**src/rtl/core/fra_pkg.sv**
```systemverilog
// fra_pkg: shared types and constants for the fraction arithmetic block
// used by fra_mul, fra_div and fraction_arith_reduce; no dependencies
package fra_pkg;

  localparam int OPERAND_WIDTH_DEF = 16;

  typedef enum logic [1:0] {
    CMD_ADD = 2'd0,
    CMD_SUB = 2'd1,
    CMD_MUL = 2'd2,
    CMD_DIV = 2'd3
  } cmd_t;

  typedef enum logic [3:0] {
    ST_IDLE,
    ST_MUL_A,
    ST_MUL_B,
    ST_MUL_C,
    ST_SUM,
    ST_GCD_CHECK,
    ST_GCD_WAIT,
    ST_DIVN_WAIT,
    ST_DIVD_WAIT,
    ST_FINISH
  } state_t;

  typedef struct packed {
    logic busy;
    logic done;
  } div_stat_t;

endpackage

```
**src/rtl/core/fra_mul.sv**
```systemverilog
// fra_mul: shared unsigned magnitude multiplier with registered product
// depends on fra_pkg for the default operand width
module fra_mul #(
  parameter int W = fra_pkg::OPERAND_WIDTH_DEF
) (
  input  logic             clk,
  input  logic [W-1:0]     a,
  input  logic [W-1:0]     b,
  output logic [2*W-1:0]   prod
);
  import fra_pkg::*;

  always_ff @(posedge clk) begin
    prod <= a * b;
  end

endmodule

```
**src/rtl/core/fra_div.sv**
```systemverilog
// fra_div: iterative restoring divider, one quotient bit per cycle
// depends on fra_pkg for the default width and the status struct
module fra_div #(
  parameter int DW = 2 * fra_pkg::OPERAND_WIDTH_DEF
) (
  input  logic                clk,
  input  logic                rst,
  input  logic                go,
  input  logic [DW-1:0]       dividend,
  input  logic [DW-1:0]       divisor,
  output logic [DW-1:0]       quotient,
  output logic [DW-1:0]       remainder,
  output fra_pkg::div_stat_t  stat
);
  import fra_pkg::*;

  localparam int CW = $clog2(DW + 1);

  logic [DW-1:0] quo_sh;
  logic [DW-1:0] rem;
  logic [DW-1:0] dvs;
  logic [CW-1:0] cnt;
  logic          busy;
  logic          done;

  logic [DW:0]   trial;
  logic [DW:0]   diff;
  logic          fits;
  logic [DW-1:0] rem_next;

  always_comb begin
    trial    = {rem, quo_sh[DW-1]};
    diff     = trial - {1'b0, dvs};
    fits     = trial >= {1'b0, dvs};
    rem_next = fits ? diff[DW-1:0] : trial[DW-1:0];
  end

  always_ff @(posedge clk) begin
    if (rst) begin
      busy <= 1'b0;
      done <= 1'b0;
      cnt  <= '0;
    end else begin
      done <= 1'b0;
      if (go) begin
        busy <= 1'b1;
        cnt  <= CW'(DW);
      end else if (busy) begin
        cnt <= cnt - 1'b1;
        if (cnt == CW'(1)) begin
          busy <= 1'b0;
          done <= 1'b1;
        end
      end
    end
  end

  always_ff @(posedge clk) begin
    if (go) begin
      quo_sh <= dividend;
      rem    <= '0;
      dvs    <= divisor;
    end else if (busy) begin
      quo_sh <= {quo_sh[DW-2:0], fits};
      rem    <= rem_next;
    end
  end

  assign quotient  = quo_sh;
  assign remainder = rem;
  assign stat      = '{busy: busy, done: done};

endmodule

```
**src/rtl/core/fraction_arith_reduce.sv**
```systemverilog
// fraction_arith_reduce: add, subtract, multiply or divide two signed fractions
// and reduce the result by its greatest common divisor
// depends on fra_pkg, fra_mul and fra_div
//
// usage
//   input channel (in_valid/in_ready) takes cmd and the four operands; in_ready
//   is high only while the sequencer is idle, so one item is worked at a time
//   output channel (out_valid/out_ready) gives reduced_num, reduced_den,
//   is_whole and error from an output register
//   an item with a zero operand goes from idle straight to the finish state;
//   otherwise it passes through the three multiply states, the sum state, the
//   gcd loop of remainder steps and the two final divisions
//   the one shared restoring divider makes one quotient bit per cycle and
//   serves every gcd step and both final divisions; the three cross products
//   are formed one after another on one shared multiplier
//   a finished result waits in the finish state while out_valid is high and
//   out_ready is low; the next item is taken once the result is loaded
//   reset clears the sequencer, the divider control and out_valid
module fraction_arith_reduce #(
  parameter int OPERAND_WIDTH = fra_pkg::OPERAND_WIDTH_DEF
) (
  input  logic                            clk,
  input  logic                            rst,
  input  logic                            in_valid,
  output logic                            in_ready,
  input  logic [1:0]                      cmd,
  input  logic signed [OPERAND_WIDTH-1:0] first_num,
  input  logic signed [OPERAND_WIDTH-1:0] first_den,
  input  logic signed [OPERAND_WIDTH-1:0] second_num,
  input  logic signed [OPERAND_WIDTH-1:0] second_den,
  output logic                            out_valid,
  input  logic                            out_ready,
  output logic signed [2*OPERAND_WIDTH:0] reduced_num,
  output logic [2*OPERAND_WIDTH-2:0]      reduced_den,
  output logic                            is_whole,
  output logic                            error
);
  import fra_pkg::*;

  localparam int W  = OPERAND_WIDTH;
  localparam int PW = 2 * W;
  localparam int DN = 2 * W - 1;
  localparam int NW = 2 * W + 1;

  state_t state, state_next;

  // captured operands
  cmd_t          cmd_q;
  logic [W-1:0]  n1_mag, d1_mag, n2_mag, d2_mag;
  logic          n1_neg, d1_neg, n2_neg, d2_neg;
  logic          err_q;

  // working values
  logic [PW-1:0] t1;
  logic [DN-1:0] den_mag;
  logic [PW-1:0] num_mag;
  logic          num_neg;
  logic [PW-1:0] gcd_a, gcd_b;

  // shared units
  logic [W-1:0]  mul_a, mul_b;
  logic [PW-1:0] prod;
  logic          div_go;
  logic [PW-1:0] div_dvd, div_dvs;
  logic [PW-1:0] div_quo, div_rem;
  div_stat_t     div_stat;

  logic          accept;
  logic          load_out;

  // input decode
  logic [W-1:0]  in_n1, in_d1, in_n2, in_d2;
  logic          in_zero;

  // sum stage
  logic          sum_mode;
  logic          s1, s2, s_den;
  logic [PW-1:0] sum_mag;
  logic          sum_neg;
  logic          fin_neg;

  logic [NW-1:0] nm_ext;
  logic [NW-1:0] num_out;

  fra_mul #(.W(W)) u_mul (
    .clk  (clk),
    .a    (mul_a),
    .b    (mul_b),
    .prod (prod)
  );

  fra_div #(.DW(PW)) u_div (
    .clk       (clk),
    .rst       (rst),
    .go        (div_go),
    .dividend  (div_dvd),
    .divisor   (div_dvs),
    .quotient  (div_quo),
    .remainder (div_rem),
    .stat      (div_stat)
  );

  always_comb begin
    in_n1   = first_num[W-1]  ? (~first_num + 1'b1)  : first_num;
    in_d1   = first_den[W-1]  ? (~first_den + 1'b1)  : first_den;
    in_n2   = second_num[W-1] ? (~second_num + 1'b1) : second_num;
    in_d2   = second_den[W-1] ? (~second_den + 1'b1) : second_den;
    in_zero = (first_num == '0) || (first_den == '0) ||
              (second_num == '0) || (second_den == '0);
  end

  assign accept = in_valid && in_ready;

  // signs of the cross products and their signed sum
  always_comb begin
    sum_mode = (cmd_q == CMD_ADD) || (cmd_q == CMD_SUB);
    s1       = n1_neg ^ ((cmd_q == CMD_MUL) ? n2_neg : d2_neg);
    s2       = n2_neg ^ d1_neg ^ (cmd_q == CMD_SUB);
    s_den    = d1_neg ^ ((cmd_q == CMD_DIV) ? n2_neg : d2_neg);
    if (!sum_mode) begin
      sum_mag = t1;
      sum_neg = s1;
    end else if (s1 == s2) begin
      sum_mag = t1 + prod;
      sum_neg = s1;
    end else if (t1 >= prod) begin
      sum_mag = t1 - prod;
      sum_neg = s1;
    end else begin
      sum_mag = prod - t1;
      sum_neg = s2;
    end
    fin_neg = (sum_neg ^ s_den) && (sum_mag != '0);
  end

  always_ff @(posedge clk) begin
    if (rst) begin
      state <= ST_IDLE;
    end else begin
      state <= state_next;
    end
  end

  always_comb begin
    state_next = state;
    in_ready   = 1'b0;
    mul_a      = n2_mag;
    mul_b      = d1_mag;
    div_go     = 1'b0;
    div_dvd    = gcd_a;
    div_dvs    = gcd_b;
    load_out   = 1'b0;
    unique case (state)
      ST_IDLE: begin
        in_ready = 1'b1;
        if (in_valid) begin
          state_next = in_zero ? ST_FINISH : ST_MUL_A;
        end
      end
      ST_MUL_A: begin
        mul_a      = n1_mag;
        mul_b      = (cmd_q == CMD_MUL) ? n2_mag : d2_mag;
        state_next = ST_MUL_B;
      end
      ST_MUL_B: begin
        mul_a      = d1_mag;
        mul_b      = (cmd_q == CMD_DIV) ? n2_mag : d2_mag;
        state_next = ST_MUL_C;
      end
      ST_MUL_C: begin
        state_next = ST_SUM;
      end
      ST_SUM: begin
        state_next = ST_GCD_CHECK;
      end
      ST_GCD_CHECK: begin
        div_go = 1'b1;
        if (gcd_b == '0) begin
          div_dvd    = num_mag;
          div_dvs    = gcd_a;
          state_next = ST_DIVN_WAIT;
        end else begin
          state_next = ST_GCD_WAIT;
        end
      end
      ST_GCD_WAIT: begin
        if (div_stat.done) begin
          state_next = ST_GCD_CHECK;
        end
      end
      ST_DIVN_WAIT: begin
        div_dvd = {1'b0, den_mag};
        div_dvs = gcd_a;
        if (div_stat.done) begin
          div_go     = 1'b1;
          state_next = ST_DIVD_WAIT;
        end
      end
      ST_DIVD_WAIT: begin
        if (div_stat.done) begin
          state_next = ST_FINISH;
        end
      end
      ST_FINISH: begin
        if (!out_valid || out_ready) begin
          load_out   = 1'b1;
          state_next = ST_IDLE;
        end
      end
      default: begin
        state_next = ST_IDLE;
      end
    endcase
  end

  always_ff @(posedge clk) begin
    if (accept) begin
      cmd_q  <= cmd_t'(cmd);
      n1_mag <= in_n1;
      d1_mag <= in_d1;
      n2_mag <= in_n2;
      d2_mag <= in_d2;
      n1_neg <= first_num[W-1];
      d1_neg <= first_den[W-1];
      n2_neg <= second_num[W-1];
      d2_neg <= second_den[W-1];
      err_q  <= in_zero;
    end
    if (state == ST_MUL_B) begin
      t1 <= prod;
    end
    if (state == ST_MUL_C) begin
      den_mag <= prod[DN-1:0];
    end
    if (state == ST_SUM) begin
      num_mag <= sum_mag;
      num_neg <= fin_neg;
      gcd_a   <= sum_mag;
      gcd_b   <= {1'b0, den_mag};
    end
    if (state == ST_GCD_WAIT && div_stat.done) begin
      gcd_a <= gcd_b;
      gcd_b <= div_rem;
    end
    if (state == ST_DIVN_WAIT && div_stat.done) begin
      num_mag <= div_quo;
    end
    if (state == ST_DIVD_WAIT && div_stat.done) begin
      den_mag <= div_quo[DN-1:0];
    end
  end

  always_comb begin
    nm_ext  = {1'b0, num_mag};
    num_out = num_neg ? (~nm_ext + 1'b1) : nm_ext;
  end

  // output register
  always_ff @(posedge clk) begin
    if (rst) begin
      out_valid <= 1'b0;
    end else if (load_out) begin
      out_valid <= 1'b1;
    end else if (out_ready) begin
      out_valid <= 1'b0;
    end
  end

  always_ff @(posedge clk) begin
    if (load_out) begin
      error <= err_q;
      if (err_q) begin
        reduced_num <= '0;
        reduced_den <= '0;
        is_whole    <= 1'b0;
      end else begin
        reduced_num <= $signed(num_out);
        reduced_den <= den_mag;
        is_whole    <= den_mag == DN'(1);
      end
    end
  end

  a_busy_after_accept: assert property (@(posedge clk) disable iff (rst)
    in_valid && in_ready |=> !in_ready)
    else $error("block ready again right after taking an item");

  a_error_zero_den: assert property (@(posedge clk) disable iff (rst)
    out_valid && error |-> reduced_den == '0 && reduced_num == '0)
    else $error("error result carries nonzero fields");

  a_den_positive: assert property (@(posedge clk) disable iff (rst)
    out_valid && !error |-> reduced_den != '0)
    else $error("reduced denominator is zero without error");

  a_whole_flag: assert property (@(posedge clk) disable iff (rst)
    out_valid && !error |-> is_whole == (reduced_den == DN'(1)))
    else $error("is_whole does not match reduced denominator");

endmodule
```
**config.mk**
```make
export PLATFORM = sky130hd
export DESIGN_NAME = fraction_arith_reduce
export DESIGN_NICKNAME = d
export VERILOG_FILES = /design/src/rtl/core/fra_pkg.sv /design/src/rtl/core/fra_mul.sv /design/src/rtl/core/fra_div.sv /design/src/rtl/core/fraction_arith_reduce.sv
export SDC_FILE = /design/constraint.sdc
export NUM_CORES = 2
export LEC_CHECK = 0
export BUFFER_PORTS_ARGS = -buffer_cell sky130_fd_sc_hd__buf_2
export CORE_ASPECT_RATIO = 1.1
export CORE_MARGIN = 1.5
export CORE_UTILIZATION = 58
export DETAILED_ROUTE_END_ITERATION = 12
export PLACE_DENSITY = 0.82
export SLEW_MARGIN = 20
export SYNTH_ARGS = -nofsm -noshare
export SYNTH_HDL_FRONTEND = slang
export SYNTH_SLANG_ARGS = --single-unit
```
**constraint.sdc**
```tcl
create_clock -name clk -period 8.7 [get_ports clk]
set_input_delay 0.435 -clock clk [delete_from_list [all_inputs] [get_ports clk]]
set_output_delay 0.435 -clock clk [all_outputs]
set_load 0.005 [all_outputs]
```
==> run metrics <==
global-route wire length before repair=approximately 150 mm; initial antenna violation count=0; Yosys top cell area share=30.8%; Die X=roughly 240 microns; hold slack=40.1 ps; clk slew on worst S/H paths=about 60 ps; GR Overflow Total=0; Die ar.=around 62000 sq um; max-slew headroom at the worst pin=roughly 29%; Finished Cell Area=between 30000 and 40000 sq um; # DRC=0; Yosys top cell by area=edfxtp_1; synthesis-to-layout area growth=8.67%; synthesized cell area=between 30000 and 40000 sq um; Final setup viols=0; total CTS buffers=46; number of max-cap violations=0; asr flop ratio synth=0%; Worst setup EP type=flip-flop; insertion delay to the later sink of the worst-skew pair=roughly 600 ps; DRT Pass-1 Iters=7; Final Max Slew Viols=0; CP required=around 9200 ps; row cnt=between 90 and 100; WL per Instance=roughly 21 microns; Clock Skew=26.3 ps; count of input and output buffers=roughly 140; Hold Path Origin=cmd[0]; vias=28.3k; Crit Path Category=reg2reg; CP max stage cell=a2111oi_1; HPWL after DPL=roughly 73 mm; Starting Density=about 59%; CP peak stage delay=about 550 ps; # fillers=between 4k and 5k; CTS Sinks=438; ANT cells=0; CTS Buffer Depth=3; Synth Net Count=4194; top_reg_cell synth=edfxtp_1; core area=~60000 sq um; status=finished clean; pin count of the biggest net entering global routing=83; GRT Util Overall=30.5%; critical path startpoint category=flip-flop; RSZ-0062 raised after global routing=no; CTS Hold Bufs=0; number of synthesis warnings=0; top cells by count, synth=400 x inv_1, 363 x nor2_1, 361 x edfxtp_1, 359 x nand2_1, 242 x a21oi_1; sequential share of the synthesized area=35.2%; Via density=between 6 and 7; Detail Route Antenna Nets=0; DRT iter0 DRCs=2543; crit path DAT=slightly below 9000 ps; Fin. Hold Viols=0; final critical-path share of the clock period=between 90% and 100%; # H-tree levels=2; Final #Nets=approximately 4.3k; Worst Tran Pin Value=~1100 ps; Post-synth EDFFs=around 360; Avg Synthesized Cell Area=between 9 and 10 sq um; Hold Path Class=in2reg; total wire length=between 90 and 100 mm; GPL Wtd Cong=a little over 1; vias in the first global route=approximately 28k; cell mode on critical path=fa_1; min cycle time layout=between 8000 and 9000 ps; top-count cell post-synth=inv_1; Top Ports=between 100 and 150; Setup Fix Bufs, Post-CTS=0; TritonCTS clock tree=done; Post-Layout Cell Count=about 4.6k; Yosys cell types=~100; Mapped Cells=around 3.7k; CP Max Fanout=11; crit path launch=state[0]$_SDFFE_PP0P_; Die Height=261 microns; top cells by area, synth=edfxtp_1 31%, fa_1 11%, ha_1 8.4%; reg2reg start=state[0]$_SDFFE_PP0P_; #FFs+latches synth=438; fmax=~0.12 GHz; Root Driver=clkbuf_16; layout cells sized above 1=between 10 and 15%; Placed Cells incl. Taps=around 4.5k; placed cell areas=36700 sq um
final cells by class:
| cell class | instances | area (sq um) | area share (%) |
|---|---|---|---|
| Inverter | 401 | 1510 | 3.93 |
| Multi-Input combinational cell | 2677 | 20700 | 54.1 |
| Clock buffer | 63 | 1240 | 3.25 |
| Tap cell | 768 | 961 | 2.51 |
| Clock inverter | 21 | 239 | 0.625 |
| Sequential cell | 438 | 12400 | 32.4 |
| Timing Repair Buffer | 208 | 1230 | 3.21 |
cell families after synthesis:
group	after synthesis	share of synthesized area (%)
DFF	438	35.2
AOI/OAI and AO/OA	798	15.0
adders and majority gates	435	19.7
muxes	164	5.14
and+or+nand+nor	1134	14.9
buffers and inverters	574	6.33
xor gates and xnor gates	146	3.70
cell usage in the layout (no fill, tap or decap), drive strengths merged, types with 15 or more instances in the layout:
cell type and count:
and3 18, nor4 34, or4 21, or3 22
nor3 88, nand2b 36, o31ai 39, nand2 360
clkinv 16, and2 33, xor2 48, mux2i 33
o211ai 22, or2 15, a22oi 33, buf 208
o21bai 23, a21oi 250, dfxtp 77, mux2 131
nand4 29, edfxtp 361, fa 198, a31oi 29
nor2b 52, ha 237, o21a 29, clkbuf 63
xnor2 98, inv 402, nor2 363, o21ai 146
nand3 33, a21o 48, a211oi 28, a221oi 40
per-layer routing:
layer | share of wire (%) | global-route usage [%] | vias up
met5 | 0 | 0 | -
met4 | 6.4 | 17.8 | 0
met3 | 6.6 | 3.59 | 304
met2 | 48 | 52.8 | 1328
met1 | 39 | 36.9 | 13500
li1 | - | - | 13100
per-stage QoR:
stage	TNS (ps)	setup WS [ps]	utilization (%)
after detailed placement	-23.9	-23.9	61.4
after global placement	0	169	61.4
final	0	467	63.9
after CTS	0	61.2	63.8
after floorplan	0	84.1	-
after global routing	0	3.05	63.9
path summary, 6_finish.rpt:
path                       endpoint  slack [ps]  cells after the start
max reg2reg  u_mul.prod[31]$_DFF_P_         470                     32
min              cmd_q[0]$_DFFE_PP_          40                      1
max          u_mul.prod[31]$_DFF_P_         470                     32
min reg2reg        t1[31]$_DFFE_PN_         450                      0
repair_timing:
item,CTS,global route
endpoints found under the hold margin,0,0
resized for setup,1,5
endpoints found under the setup margin,1,4
flip-flops by register name (all words and copies together) (netlist names), 6 cells and up:
| signal | cells |
|---|---|
| d2_mag | 16 |
| reduced_den | 31 |
| gcd_a | 32 |
| u_div.cnt | 6 |
| u_div.dvs | 32 |
| u_div.remainder | 32 |
| t1 | 32 |
| gcd_b | 32 |
| u_mul.prod | 32 |
| n1_mag | 16 |
| reduced_num | 33 |
| d1_mag | 16 |
| n2_mag | 16 |
| den_mag | 31 |
| num_mag | 32 |
| u_div.quotient | 32 |
worst max-delay path, delay by kind of cell, from the launching register on:
kind / cells / cell delay [ps]
compound gates: 10 / 2300
flops: 1 / 360
fa+ha+maj: 7 / 3340
buf+inv: 7 / 860
simple gates: 6 / 1050
mux: 1 / 70
xor+xnor: 1 / 150
Power is not shown: default switching activity piles up to over one toggle a cycle in this logic, so the estimate is an artifact.
